### config.mk
export PLATFORM = sky130hd
export DESIGN_NAME = second_order_plant_euler_step
export DESIGN_NICKNAME = d
export VERILOG_FILES = /design/src/rtl/sopes_pkg.sv /design/src/rtl/second_order_plant_euler_step.sv /design/src/rtl/sopes_regs.sv /design/src/rtl/sopes_sequencer.sv /design/src/rtl/sopes_datapath.sv
export SDC_FILE = /design/constraint.sdc
export NUM_CORES = 2
export LEC_CHECK = 0
export ABC_CLOCK_PERIOD_IN_PS = 12600
export BUFFER_PORTS_ARGS = -buffer_cell sky130_fd_sc_hd__buf_2
export CAP_MARGIN = 5
export CORE_MARGIN = 3
export CORE_UTILIZATION = 28
export DETAILED_ROUTE_END_ITERATION = 8
export PLACE_DENSITY = 0.42
export RECOVER_POWER = 50
export SLEW_MARGIN = 5
export SYNTH_ARGS = -nofsm -noshare
export SYNTH_HDL_FRONTEND = slang
export SYNTH_SLANG_ARGS = --single-unit
### constraint.sdc
create_clock -name aclk -period 12.6 [get_ports aclk]
set_input_delay 1.89 -clock aclk [delete_from_list [all_inputs] [get_ports aclk]]
set_output_delay 1.89 -clock aclk [all_outputs]
set_load 0.02 [all_outputs]
### src/rtl/sopes_pkg.sv
package sopes_pkg;

    localparam int STEP_W = 4;

    // step entry point of the clear path in the microprogram
    localparam logic [STEP_W-1:0] STEP_CLEAR = 4'd10;

    typedef enum logic [1:0] {
        REG_GAIN         = 2'd0,
        REG_NATURAL_FREQ = 2'd1,
        REG_DAMPING      = 2'd2,
        REG_STEP_SIZE    = 2'd3
    } reg_index_t;

    typedef enum logic [3:0] {
        MA_NONE,
        MA_DAMP,
        MA_WN,
        MA_COEF_A,
        MA_GAIN,
        MA_W2,
        MA_KW2,
        MA_X2,
        MA_ACC_HI,
        MA_ACC_LO
    } mul_a_sel_t;

    typedef enum logic [2:0] {
        MB_NONE,
        MB_WN,
        MB_X2,
        MB_W2,
        MB_X1,
        MB_DRIVE,
        MB_DT
    } mul_b_sel_t;

    typedef enum logic [3:0] {
        OP_NONE,
        OP_SET_A,
        OP_SET_W2,
        OP_ACC_NEG,
        OP_SET_KW2,
        OP_ACC_SUB,
        OP_ACC_ADD,
        OP_SET_X1,
        OP_HOLD_T,
        OP_SET_X2,
        OP_CLEAR
    } dp_op_t;

    typedef enum logic {
        SEQ_IDLE,
        SEQ_RUN
    } seq_state_t;

    typedef struct packed {
        mul_a_sel_t        a_sel;
        mul_b_sel_t        b_sel;
        dp_op_t            op;
        logic              br_clear;
        logic [STEP_W-1:0] target;
        logic              done;
    } ucode_t;

    typedef struct packed {
        logic   load;
        logic   en;
        ucode_t cw;
    } ctrl_t;

    typedef struct packed {
        logic signed [31:0] gain;
        logic [30:0]        natural_freq;
        logic [30:0]        damping;
        logic [16:0]        step_size;
    } cfg_t;

    typedef struct packed {
        logic signed [31:0] value;
        logic               hit;
    } sat_t;

    function automatic sat_t sat_s32(input logic signed [51:0] v);
        sat_t r;
        r.value = v[31:0];
        r.hit   = 1'b0;
        if (!v[51] && (|v[50:31])) begin
            r.value = 32'sh7FFF_FFFF;
            r.hit   = 1'b1;
        end else if (v[51] && !(&v[50:31])) begin
            r.value = 32'sh8000_0000;
            r.hit   = 1'b1;
        end
        return r;
    endfunction

    function automatic ucode_t mk(input mul_a_sel_t a, input mul_b_sel_t b, input dp_op_t op,
                                  input logic br, input logic [STEP_W-1:0] tgt,
                                  input logic dn);
        ucode_t w;
        w.a_sel    = a;
        w.b_sel    = b;
        w.op       = op;
        w.br_clear = br;
        w.target   = tgt;
        w.done     = dn;
        return w;
    endfunction

    // microprogram: each stepping step after the first consumes the product of the step before it
    function automatic ucode_t ucode_rom(input logic [STEP_W-1:0] step);
        ucode_t w;
        unique case (step)
            4'd0:    w = mk(MA_DAMP,   MB_WN,    OP_NONE,    1'b1, STEP_CLEAR, 1'b0);
            4'd1:    w = mk(MA_WN,     MB_WN,    OP_SET_A,   1'b0, '0, 1'b0);
            4'd2:    w = mk(MA_COEF_A, MB_X2,    OP_SET_W2,  1'b0, '0, 1'b0);
            4'd3:    w = mk(MA_GAIN,   MB_W2,    OP_ACC_NEG, 1'b0, '0, 1'b0);
            4'd4:    w = mk(MA_W2,     MB_X1,    OP_SET_KW2, 1'b0, '0, 1'b0);
            4'd5:    w = mk(MA_KW2,    MB_DRIVE, OP_ACC_SUB, 1'b0, '0, 1'b0);
            4'd6:    w = mk(MA_X2,     MB_DT,    OP_ACC_ADD, 1'b0, '0, 1'b0);
            4'd7:    w = mk(MA_ACC_HI, MB_DT,    OP_SET_X1,  1'b0, '0, 1'b0);
            4'd8:    w = mk(MA_ACC_LO, MB_DT,    OP_HOLD_T,  1'b0, '0, 1'b0);
            4'd9:    w = mk(MA_NONE,   MB_NONE,  OP_SET_X2,  1'b0, '0, 1'b1);
            4'd10:   w = mk(MA_NONE,   MB_NONE,  OP_CLEAR,   1'b0, '0, 1'b1);
            default: w = mk(MA_NONE,   MB_NONE,  OP_NONE,    1'b0, '0, 1'b1);
        endcase
        return w;
    endfunction

endpackage

### src/rtl/second_order_plant_euler_step.sv
// A stepping item is accepted and runs 10 microcode steps through one shared 34x33
// multiplier before its result is valid; a clear item runs only the first step and the clear step.
// A new item is taken only once the sequencer is back in idle after the final step of the last one;
// the final step holds while the previous result has not been taken.
// Reset (aresetn low, synchronous): position and velocity zero, registers to their
// defaults, no result pending.
module second_order_plant_euler_step (
    input  logic               aclk,
    input  logic               aresetn,
    input  logic               psel,
    input  logic               penable,
    input  logic               pwrite,
    input  logic [3:0]         paddr,
    input  logic [31:0]        pwdata,
    output logic [31:0]        prdata,
    output logic               pready,
    input  logic               s_valid,
    output logic               s_ready,
    input  logic signed [31:0] s_drive,
    input  logic               s_clear,
    output logic               m_valid,
    input  logic               m_ready,
    output logic signed [31:0] m_position,
    output logic               m_saturated
);
    import sopes_pkg::*;

    cfg_t  cfg;
    ctrl_t ctrl;

    sopes_regs u_regs (
        .aclk    (aclk),
        .aresetn (aresetn),
        .psel    (psel),
        .penable (penable),
        .pwrite  (pwrite),
        .paddr   (paddr),
        .pwdata  (pwdata),
        .prdata  (prdata),
        .pready  (pready),
        .cfg     (cfg)
    );

    sopes_sequencer u_seq (
        .aclk    (aclk),
        .aresetn (aresetn),
        .s_valid (s_valid),
        .s_clear (s_clear),
        .s_ready (s_ready),
        .m_valid (m_valid),
        .m_ready (m_ready),
        .ctrl    (ctrl)
    );

    sopes_datapath u_dp (
        .aclk        (aclk),
        .aresetn     (aresetn),
        .cfg         (cfg),
        .ctrl        (ctrl),
        .s_drive     (s_drive),
        .m_position  (m_position),
        .m_saturated (m_saturated)
    );

endmodule

### src/rtl/sopes_regs.sv
module sopes_regs (
    input  logic               aclk,
    input  logic               aresetn,
    input  logic               psel,
    input  logic               penable,
    input  logic               pwrite,
    input  logic [3:0]         paddr,
    input  logic [31:0]        pwdata,
    output logic [31:0]        prdata,
    output logic               pready,
    output sopes_pkg::cfg_t    cfg
);
    import sopes_pkg::*;

    cfg_t       cfg_reg;
    reg_index_t idx;
    logic       wr;

    assign idx    = reg_index_t'(paddr[3:2]);
    assign wr     = psel && penable && pwrite;
    assign pready = 1'b1;
    assign cfg    = cfg_reg;

    always_ff @(posedge aclk) begin
        if (!aresetn) begin
            cfg_reg.gain         <= 32'sd65536;
            cfg_reg.natural_freq <= 31'd65536;
            cfg_reg.damping      <= 31'd45875;
            cfg_reg.step_size    <= 17'd655;
        end else if (wr) begin
            unique case (idx)
                REG_GAIN:         cfg_reg.gain         <= pwdata;
                REG_NATURAL_FREQ: cfg_reg.natural_freq <= pwdata[30:0];
                REG_DAMPING:      cfg_reg.damping      <= pwdata[30:0];
                REG_STEP_SIZE:    cfg_reg.step_size    <= pwdata[16:0];
            endcase
        end
    end

    always_comb begin
        unique case (idx)
            REG_GAIN:         prdata = cfg_reg.gain;
            REG_NATURAL_FREQ: prdata = {1'b0, cfg_reg.natural_freq};
            REG_DAMPING:      prdata = {1'b0, cfg_reg.damping};
            REG_STEP_SIZE:    prdata = {15'b0, cfg_reg.step_size};
        endcase
    end

endmodule

### src/rtl/sopes_sequencer.sv
module sopes_sequencer (
    input  logic             aclk,
    input  logic             aresetn,
    input  logic             s_valid,
    input  logic             s_clear,
    output logic             s_ready,
    output logic             m_valid,
    input  logic             m_ready,
    output sopes_pkg::ctrl_t ctrl
);
    import sopes_pkg::*;

    seq_state_t        state_reg, state_next;
    logic [STEP_W-1:0] step_reg, step_next;
    logic              clear_reg, clear_next;
    logic              m_valid_reg, m_valid_next;
    ucode_t            cw;
    logic              accept;
    logic              stall;
    logic              en;

    assign cw      = ucode_rom(step_reg);
    assign s_ready = (state_reg == SEQ_IDLE);
    assign accept  = s_valid && s_ready;
    // the final step waits while the previous result is still held
    assign stall   = cw.done && m_valid_reg && !m_ready;
    assign en      = (state_reg == SEQ_RUN) && !stall;
    assign m_valid = m_valid_reg;

    assign ctrl.load = accept;
    assign ctrl.en   = en;
    assign ctrl.cw   = cw;

    always_ff @(posedge aclk) begin
        if (!aresetn) begin
            state_reg   <= SEQ_IDLE;
            step_reg    <= '0;
            clear_reg   <= 1'b0;
            m_valid_reg <= 1'b0;
        end else begin
            state_reg   <= state_next;
            step_reg    <= step_next;
            clear_reg   <= clear_next;
            m_valid_reg <= m_valid_next;
        end
    end

    always_comb begin
        state_next   = state_reg;
        step_next    = step_reg;
        clear_next   = clear_reg;
        m_valid_next = (m_valid_reg && !m_ready) || (en && cw.done);
        unique case (state_reg)
            SEQ_IDLE: begin
                if (accept) begin
                    state_next = SEQ_RUN;
                    step_next  = '0;
                    clear_next = s_clear;
                end
            end
            SEQ_RUN: begin
                if (en) begin
                    priority if (cw.br_clear && clear_reg) begin
                        step_next = cw.target;
                    end else if (cw.done) begin
                        state_next = SEQ_IDLE;
                    end else begin
                        step_next = step_reg + 1'b1;
                    end
                end
            end
        endcase
    end

endmodule

### src/rtl/sopes_datapath.sv
module sopes_datapath (
    input  logic               aclk,
    input  logic               aresetn,
    input  sopes_pkg::cfg_t    cfg,
    input  sopes_pkg::ctrl_t   ctrl,
    input  logic signed [31:0] s_drive,
    output logic signed [31:0] m_position,
    output logic               m_saturated
);
    import sopes_pkg::*;

    logic signed [31:0] x1_reg, x1_next;
    logic signed [31:0] x2_reg, x2_next;
    logic signed [31:0] drive_reg;
    logic [31:0]        coef_a_reg, coef_a_next;
    logic [31:0]        w2_reg, w2_next;
    logic signed [31:0] kw2_reg, kw2_next;
    logic signed [49:0] acc_reg, acc_next;
    logic signed [51:0] t_reg, t_next;
    logic signed [63:0] p_reg;
    logic               hit_reg, hit_next;
    logic signed [31:0] pos_reg, pos_next;
    logic               sat_reg, sat_next;

    logic signed [33:0] mul_a;
    logic signed [32:0] mul_b;
    logic signed [66:0] prod;
    logic [16:0]        dt;
    logic signed [47:0] p_fl16;
    sat_t               s1, s2;

    // dt above 1.0 s is used as 1.0 s
    assign dt     = cfg.step_size[16] ? 17'h10000 : cfg.step_size;
    assign p_fl16 = p_reg[63:16];

    always_comb begin
        unique case (ctrl.cw.a_sel)
            MA_DAMP:   mul_a = {3'b0, cfg.damping};
            MA_WN:     mul_a = {3'b0, cfg.natural_freq};
            MA_COEF_A: mul_a = {2'b0, coef_a_reg};
            MA_GAIN:   mul_a = {{2{cfg.gain[31]}}, cfg.gain};
            MA_W2:     mul_a = {2'b0, w2_reg};
            MA_KW2:    mul_a = {{2{kw2_reg[31]}}, kw2_reg};
            MA_X2:     mul_a = {{2{x2_reg[31]}}, x2_reg};
            MA_ACC_HI: mul_a = acc_reg[49:16];
            MA_ACC_LO: mul_a = {18'b0, acc_reg[15:0]};
            default:   mul_a = '0;
        endcase
        unique case (ctrl.cw.b_sel)
            MB_WN:    mul_b = {2'b0, cfg.natural_freq};
            MB_X2:    mul_b = {x2_reg[31], x2_reg};
            MB_W2:    mul_b = {1'b0, w2_reg};
            MB_X1:    mul_b = {x1_reg[31], x1_reg};
            MB_DRIVE: mul_b = {drive_reg[31], drive_reg};
            MB_DT:    mul_b = {16'b0, dt};
            default:  mul_b = '0;
        endcase
    end

    assign prod = mul_a * mul_b;

    assign s1 = sat_s32({{20{x1_reg[31]}}, x1_reg} + {{4{p_fl16[47]}}, p_fl16});
    // low half of dx2 times dt, floored, completes the exact product
    assign s2 = sat_s32({{20{x2_reg[31]}}, x2_reg} + t_reg + {35'b0, p_reg[32:16]});

    always_comb begin
        x1_next     = x1_reg;
        x2_next     = x2_reg;
        coef_a_next = coef_a_reg;
        w2_next     = w2_reg;
        kw2_next    = kw2_reg;
        acc_next    = acc_reg;
        t_next      = t_reg;
        hit_next    = hit_reg;
        pos_next    = pos_reg;
        sat_next    = sat_reg;
        unique case (ctrl.cw.op)
            OP_NONE: begin
            end
            OP_SET_A: begin
                coef_a_next = (|p_reg[63:47]) ? 32'hFFFF_FFFF : p_reg[46:15];
            end
            OP_SET_W2: begin
                w2_next = (|p_reg[63:48]) ? 32'hFFFF_FFFF : p_reg[47:16];
            end
            OP_ACC_NEG: begin
                acc_next = -{{2{p_fl16[47]}}, p_fl16};
            end
            OP_SET_KW2: begin
                if (!p_reg[63] && (|p_reg[62:47])) begin
                    kw2_next = 32'sh7FFF_FFFF;
                end else if (p_reg[63] && !(&p_reg[62:47])) begin
                    kw2_next = 32'sh8000_0000;
                end else begin
                    kw2_next = p_reg[47:16];
                end
            end
            OP_ACC_SUB: begin
                acc_next = acc_reg - {{2{p_fl16[47]}}, p_fl16};
            end
            OP_ACC_ADD: begin
                acc_next = acc_reg + {{2{p_fl16[47]}}, p_fl16};
            end
            OP_SET_X1: begin
                x1_next  = s1.value;
                hit_next = s1.hit;
            end
            OP_HOLD_T: begin
                t_next = p_reg[51:0];
            end
            OP_SET_X2: begin
                x2_next  = s2.value;
                pos_next = x1_reg;
                sat_next = hit_reg || s2.hit;
            end
            OP_CLEAR: begin
                x1_next  = '0;
                x2_next  = '0;
                pos_next = '0;
                sat_next = 1'b0;
            end
            default: begin
            end
        endcase
    end

    always_ff @(posedge aclk) begin
        if (!aresetn) begin
            x1_reg <= '0;
            x2_reg <= '0;
        end else if (ctrl.en) begin
            x1_reg <= x1_next;
            x2_reg <= x2_next;
        end
    end

    always_ff @(posedge aclk) begin
        if (ctrl.load) begin
            drive_reg <= s_drive;
        end
        if (ctrl.en) begin
            p_reg      <= prod[63:0];
            coef_a_reg <= coef_a_next;
            w2_reg     <= w2_next;
            kw2_reg    <= kw2_next;
            acc_reg    <= acc_next;
            t_reg      <= t_next;
            hit_reg    <= hit_next;
            pos_reg    <= pos_next;
            sat_reg    <= sat_next;
        end
    end

    assign m_position  = pos_reg;
    assign m_saturated = sat_reg;

endmodule

==> metrics <==
status finished, violations left; failing checks max-capacitance violations, max-slew violations; #FFs+latches synth about 520; Area contributors post-synth fa_1, edfxtp_1, ha_1, inv_1, nand2_1; Post-Synth Simple-Gate Area between 10% and 20%; number of flops mapped to enable cells by yosys 328; leakage power 35.2 nW; MaxCap Viol Count 16; most area-hungry cell type in the Yosys netlist fa_1; Tmin final 11.20 ns; Die Wd 509 µm; Switching Fraction 44.5%; nets 9418; global-route wire length before repair 424 mm; vias in the first global route 57.7k; share of the synthesized area in the top cell type 32.9%; Placer Congestion about 0.91; IO buf count 140; critical path endpoint u_dp.p_reg[63]; pin count of the biggest net entering global routing 62; Worst-path clk slew 0.06 ns; stages on the worst setup path 37; via count 57.0k; setup slack, reg-to-reg 1.40 ns; Die Area 0.259 mm²; Fillers 26.4k; Placement Setup Slack 1.49 ns; Synth top cells by count inv_1, nand2_1, fa_1; compound-cell area share of the yosys netlist about an eighth; syn_area_per_cell 9.16 µm²; Hold Vio Cnt, Final 0; pwr/cell area 111 mW/mm²; post-route ant nets 0; RSZ-0062 raised after global routing false; Worst Skew 0.0340 ns; CTS H-tree lvls 3; Post-DP HPWL ~230 mm; Mapped Cells 7741; # clock sinks 523; DR DRC count 0; post-CTS resize count 0; CP peak stage delay 0.95 ns; Slew @ Worst Pin 3.76 ns; Post-Route Setup TNS 0 ns; Hold Buf Count CTS 0; FFs w/ async S/R, synth 0%; Yosys cell types 116; YS warnings 0; max reg flops 111; Die Height 509 µm; Top Ports 144; crit-path max FO 16; Min-Delay Path Class flip-flop to flip-flop; worst r2r src u_seq.cw[13]; largest family of logic cells by synthesized area adder cells; FMAX 89.3 MHz; Required @ worst endpoint approximately 13 ns; sequential share of power about 24%; Synth Flop Type edfxtp_1; TritonCTS clock tree done; CP Capture Type flip-flop; initial core utilization 28.2%; Comb power frac 51.9%; TritonCTS buffer count 68; Adder-Cell Fraction of Synth Area 40.0%; wire per inst ~27 µm; Final Setup Violations 0; Post-Synth XOR/XNOR Area around 3.5%; mux cell area share after synthesis 1.47%; # Post-CTS Setup Buffers 0; worst setup path start u_seq.cw[13]; critical path launch point type flip-flop; CP top delay family adder cells; Total Wirelength 296 mm; root buf cell clkbuf_16; initial DRC count roughly 5.2k; vias per cell about 5.1; initial antenna violation count 27; fraction of layout cells with a size suffix above 1 under 10%; clock group share of total power a little under a quarter; switching power about 3.9 mW; Max IR drop VDD 0.101 mV; iteration count of the initial detailed-routing pass 5; relative slew slack -151%; Tot Pwr around 8.7 mW; Final Cycle Share 88.9%; CP bufs+invs 10; internal power 4.84 mW; clock buffer depth 3; slowest CP cell dfxtp_1; Rows 184; Final Slew Violations 574; P&R area growth vs syn 10.8%; most used cell, CP fa_1; fin worst setup slack 1.40 ns; Post-Synthesis Net Count 9383; clk_lat worst skew about 0.68 ns; WS Path Type flip-flop to flip-flop; R2R depth 37; CP Data Arrival Time 11.60 ns; sequential area share after synthesis around a fifth; Tot GR Track Use 22.7%; post-synthesis cell area about 0.071 mm²; aggregate global routing overflow 0; core area 0.252 mm²; reg-to-reg endpoint u_dp.p_reg[63]
-- how the worst min path moves through the flow --
stage / startpoint / to / slack (ns) / cells past startpoint
4_1_cts: u_dp.p_reg[0] / u_dp.t_reg[0] / 0.42 / 0
3_5_place_dp: u_dp.p_reg[0] / u_dp.t_reg[0] / 0.41 / 0
3_3_place_gp: u_dp.p_reg[0] / u_dp.t_reg[0] / 0.40 / 0
5_1_grt: u_dp.p_reg[9] / u_dp.t_reg[9] / 0.43 / 0
6_report: u_dp.p_reg[9] / u_dp.t_reg[9] / 0.42 / 0
2_1_floorplan: u_dp.p_reg[0] / u_dp.t_reg[0] / 0.40 / 0
-- cell type report --
cell class	count	area (µm²)	area share [%]
multi-input cells	5623	51400	65.5
clock buffers	93	1960	2.50
flip-flops and latches	523	13800	17.5
diodes	7	17.5	0.0223
repair buffers	384	2440	3.11
clock inverters	32	345	0.440
inverters	1176	4420	5.62
well taps	3348	4190	5.33
-- cell usage in the layout (no fill, tap or decap), types with 27 or more instances in the layout --
cell type  Yosys  routed
buf_4          3     194
xnor2_1      174     174
nand2b_1     111     111
mux2i_1       52      52
o21bai_1      43      43
a21oi_1      380     374
nand4_1       52      52
nor2b_1       70      69
nand3_1       69      69
a211oi_1      29      27
o211ai_1      30      30
o21ai_0      167     165
edfxtp_1     328     328
ha_1         402     402
and2_1        56      55
or3_1         33      33
fa_1        1164    1164
inv_1       1175    1173
a21o_1       128     128
clkbuf_16      0      73
a22oi_1      130     130
and3_1        32      32
nand2_1     1175    1175
xor2_1       107     107
buf_2         14      89
nor3_1        65      49
a221o_1       53      51
clkbuf_1     364     105
nor2_1       671     660
dfxtp_1      195     192
o21a_1        74      74
-- power groups by stage --
stage	Sequential, mW	Combinational [mW]	Clock [mW]
final	2.13	4.53	2.06
after detailed placement	2.16	4.49	0
after global routing	2.14	4.97	2.17
after CTS	2.13	4.53	2.11
after floorplan	2.12	2.97	0
after global placement	2.16	4.49	0
-- metrics by stage --
| step | area, µm² | util (%) | hold WS, ns | cells |
|---|---|---|---|---|
| 3_5_place_dp | 76500 | 30.4 | 0.406 | 11054 |
| 6_report | 78600 | 31.2 | 0.419 | 11186 |
| 5_1_grt | 78500 | 31.2 | 0.431 | 11180 |
| 4_1_cts | 78800 | 31.3 | 0.418 | 11179 |
| 3_3_place_gp | 76500 | 30.4 | 0.403 | 11054 |
| 2_1_floorplan | 70900 | - | 0.400 | 7741 |
-- layer usage --
metal | GRT usage [%] | vias up | part of all wire, %
met4 | 8.75 | 8 | 4.5
li1 | - | 25053 | -
met1 | 31.8 | 29623 | 45
met3 | 2.99 | 370 | 6.0
met5 | 0 | - | 0.019
met2 | 35.5 | 1896 | 45
-- worst register-to-register path, delay by kind of cell, from the launching register on --
kind / cells / cell delay [ns]
adder cells (fa/ha/maj): 9 / 4.22
buffers and inverters: 10 / 1.58
XOR/XNOR: 1 / 0.08
flip-flops: 1 / 0.95
AND/OR/NAND/NOR: 5 / 1.64
AO/OA/AOI/OAI: 12 / 2.46
-- cells by family after synthesis --
family | after synthesis
muxes | 81
AOI/OAI and AO/OA | 1246
DFF | 523
other | 1
and+or+nand+nor | 2448
adders and majority gates | 1566
buffers and inverters | 1595
xor gates and xnor gates | 281
No activity file was read; power rests on OpenSTA's default activity.
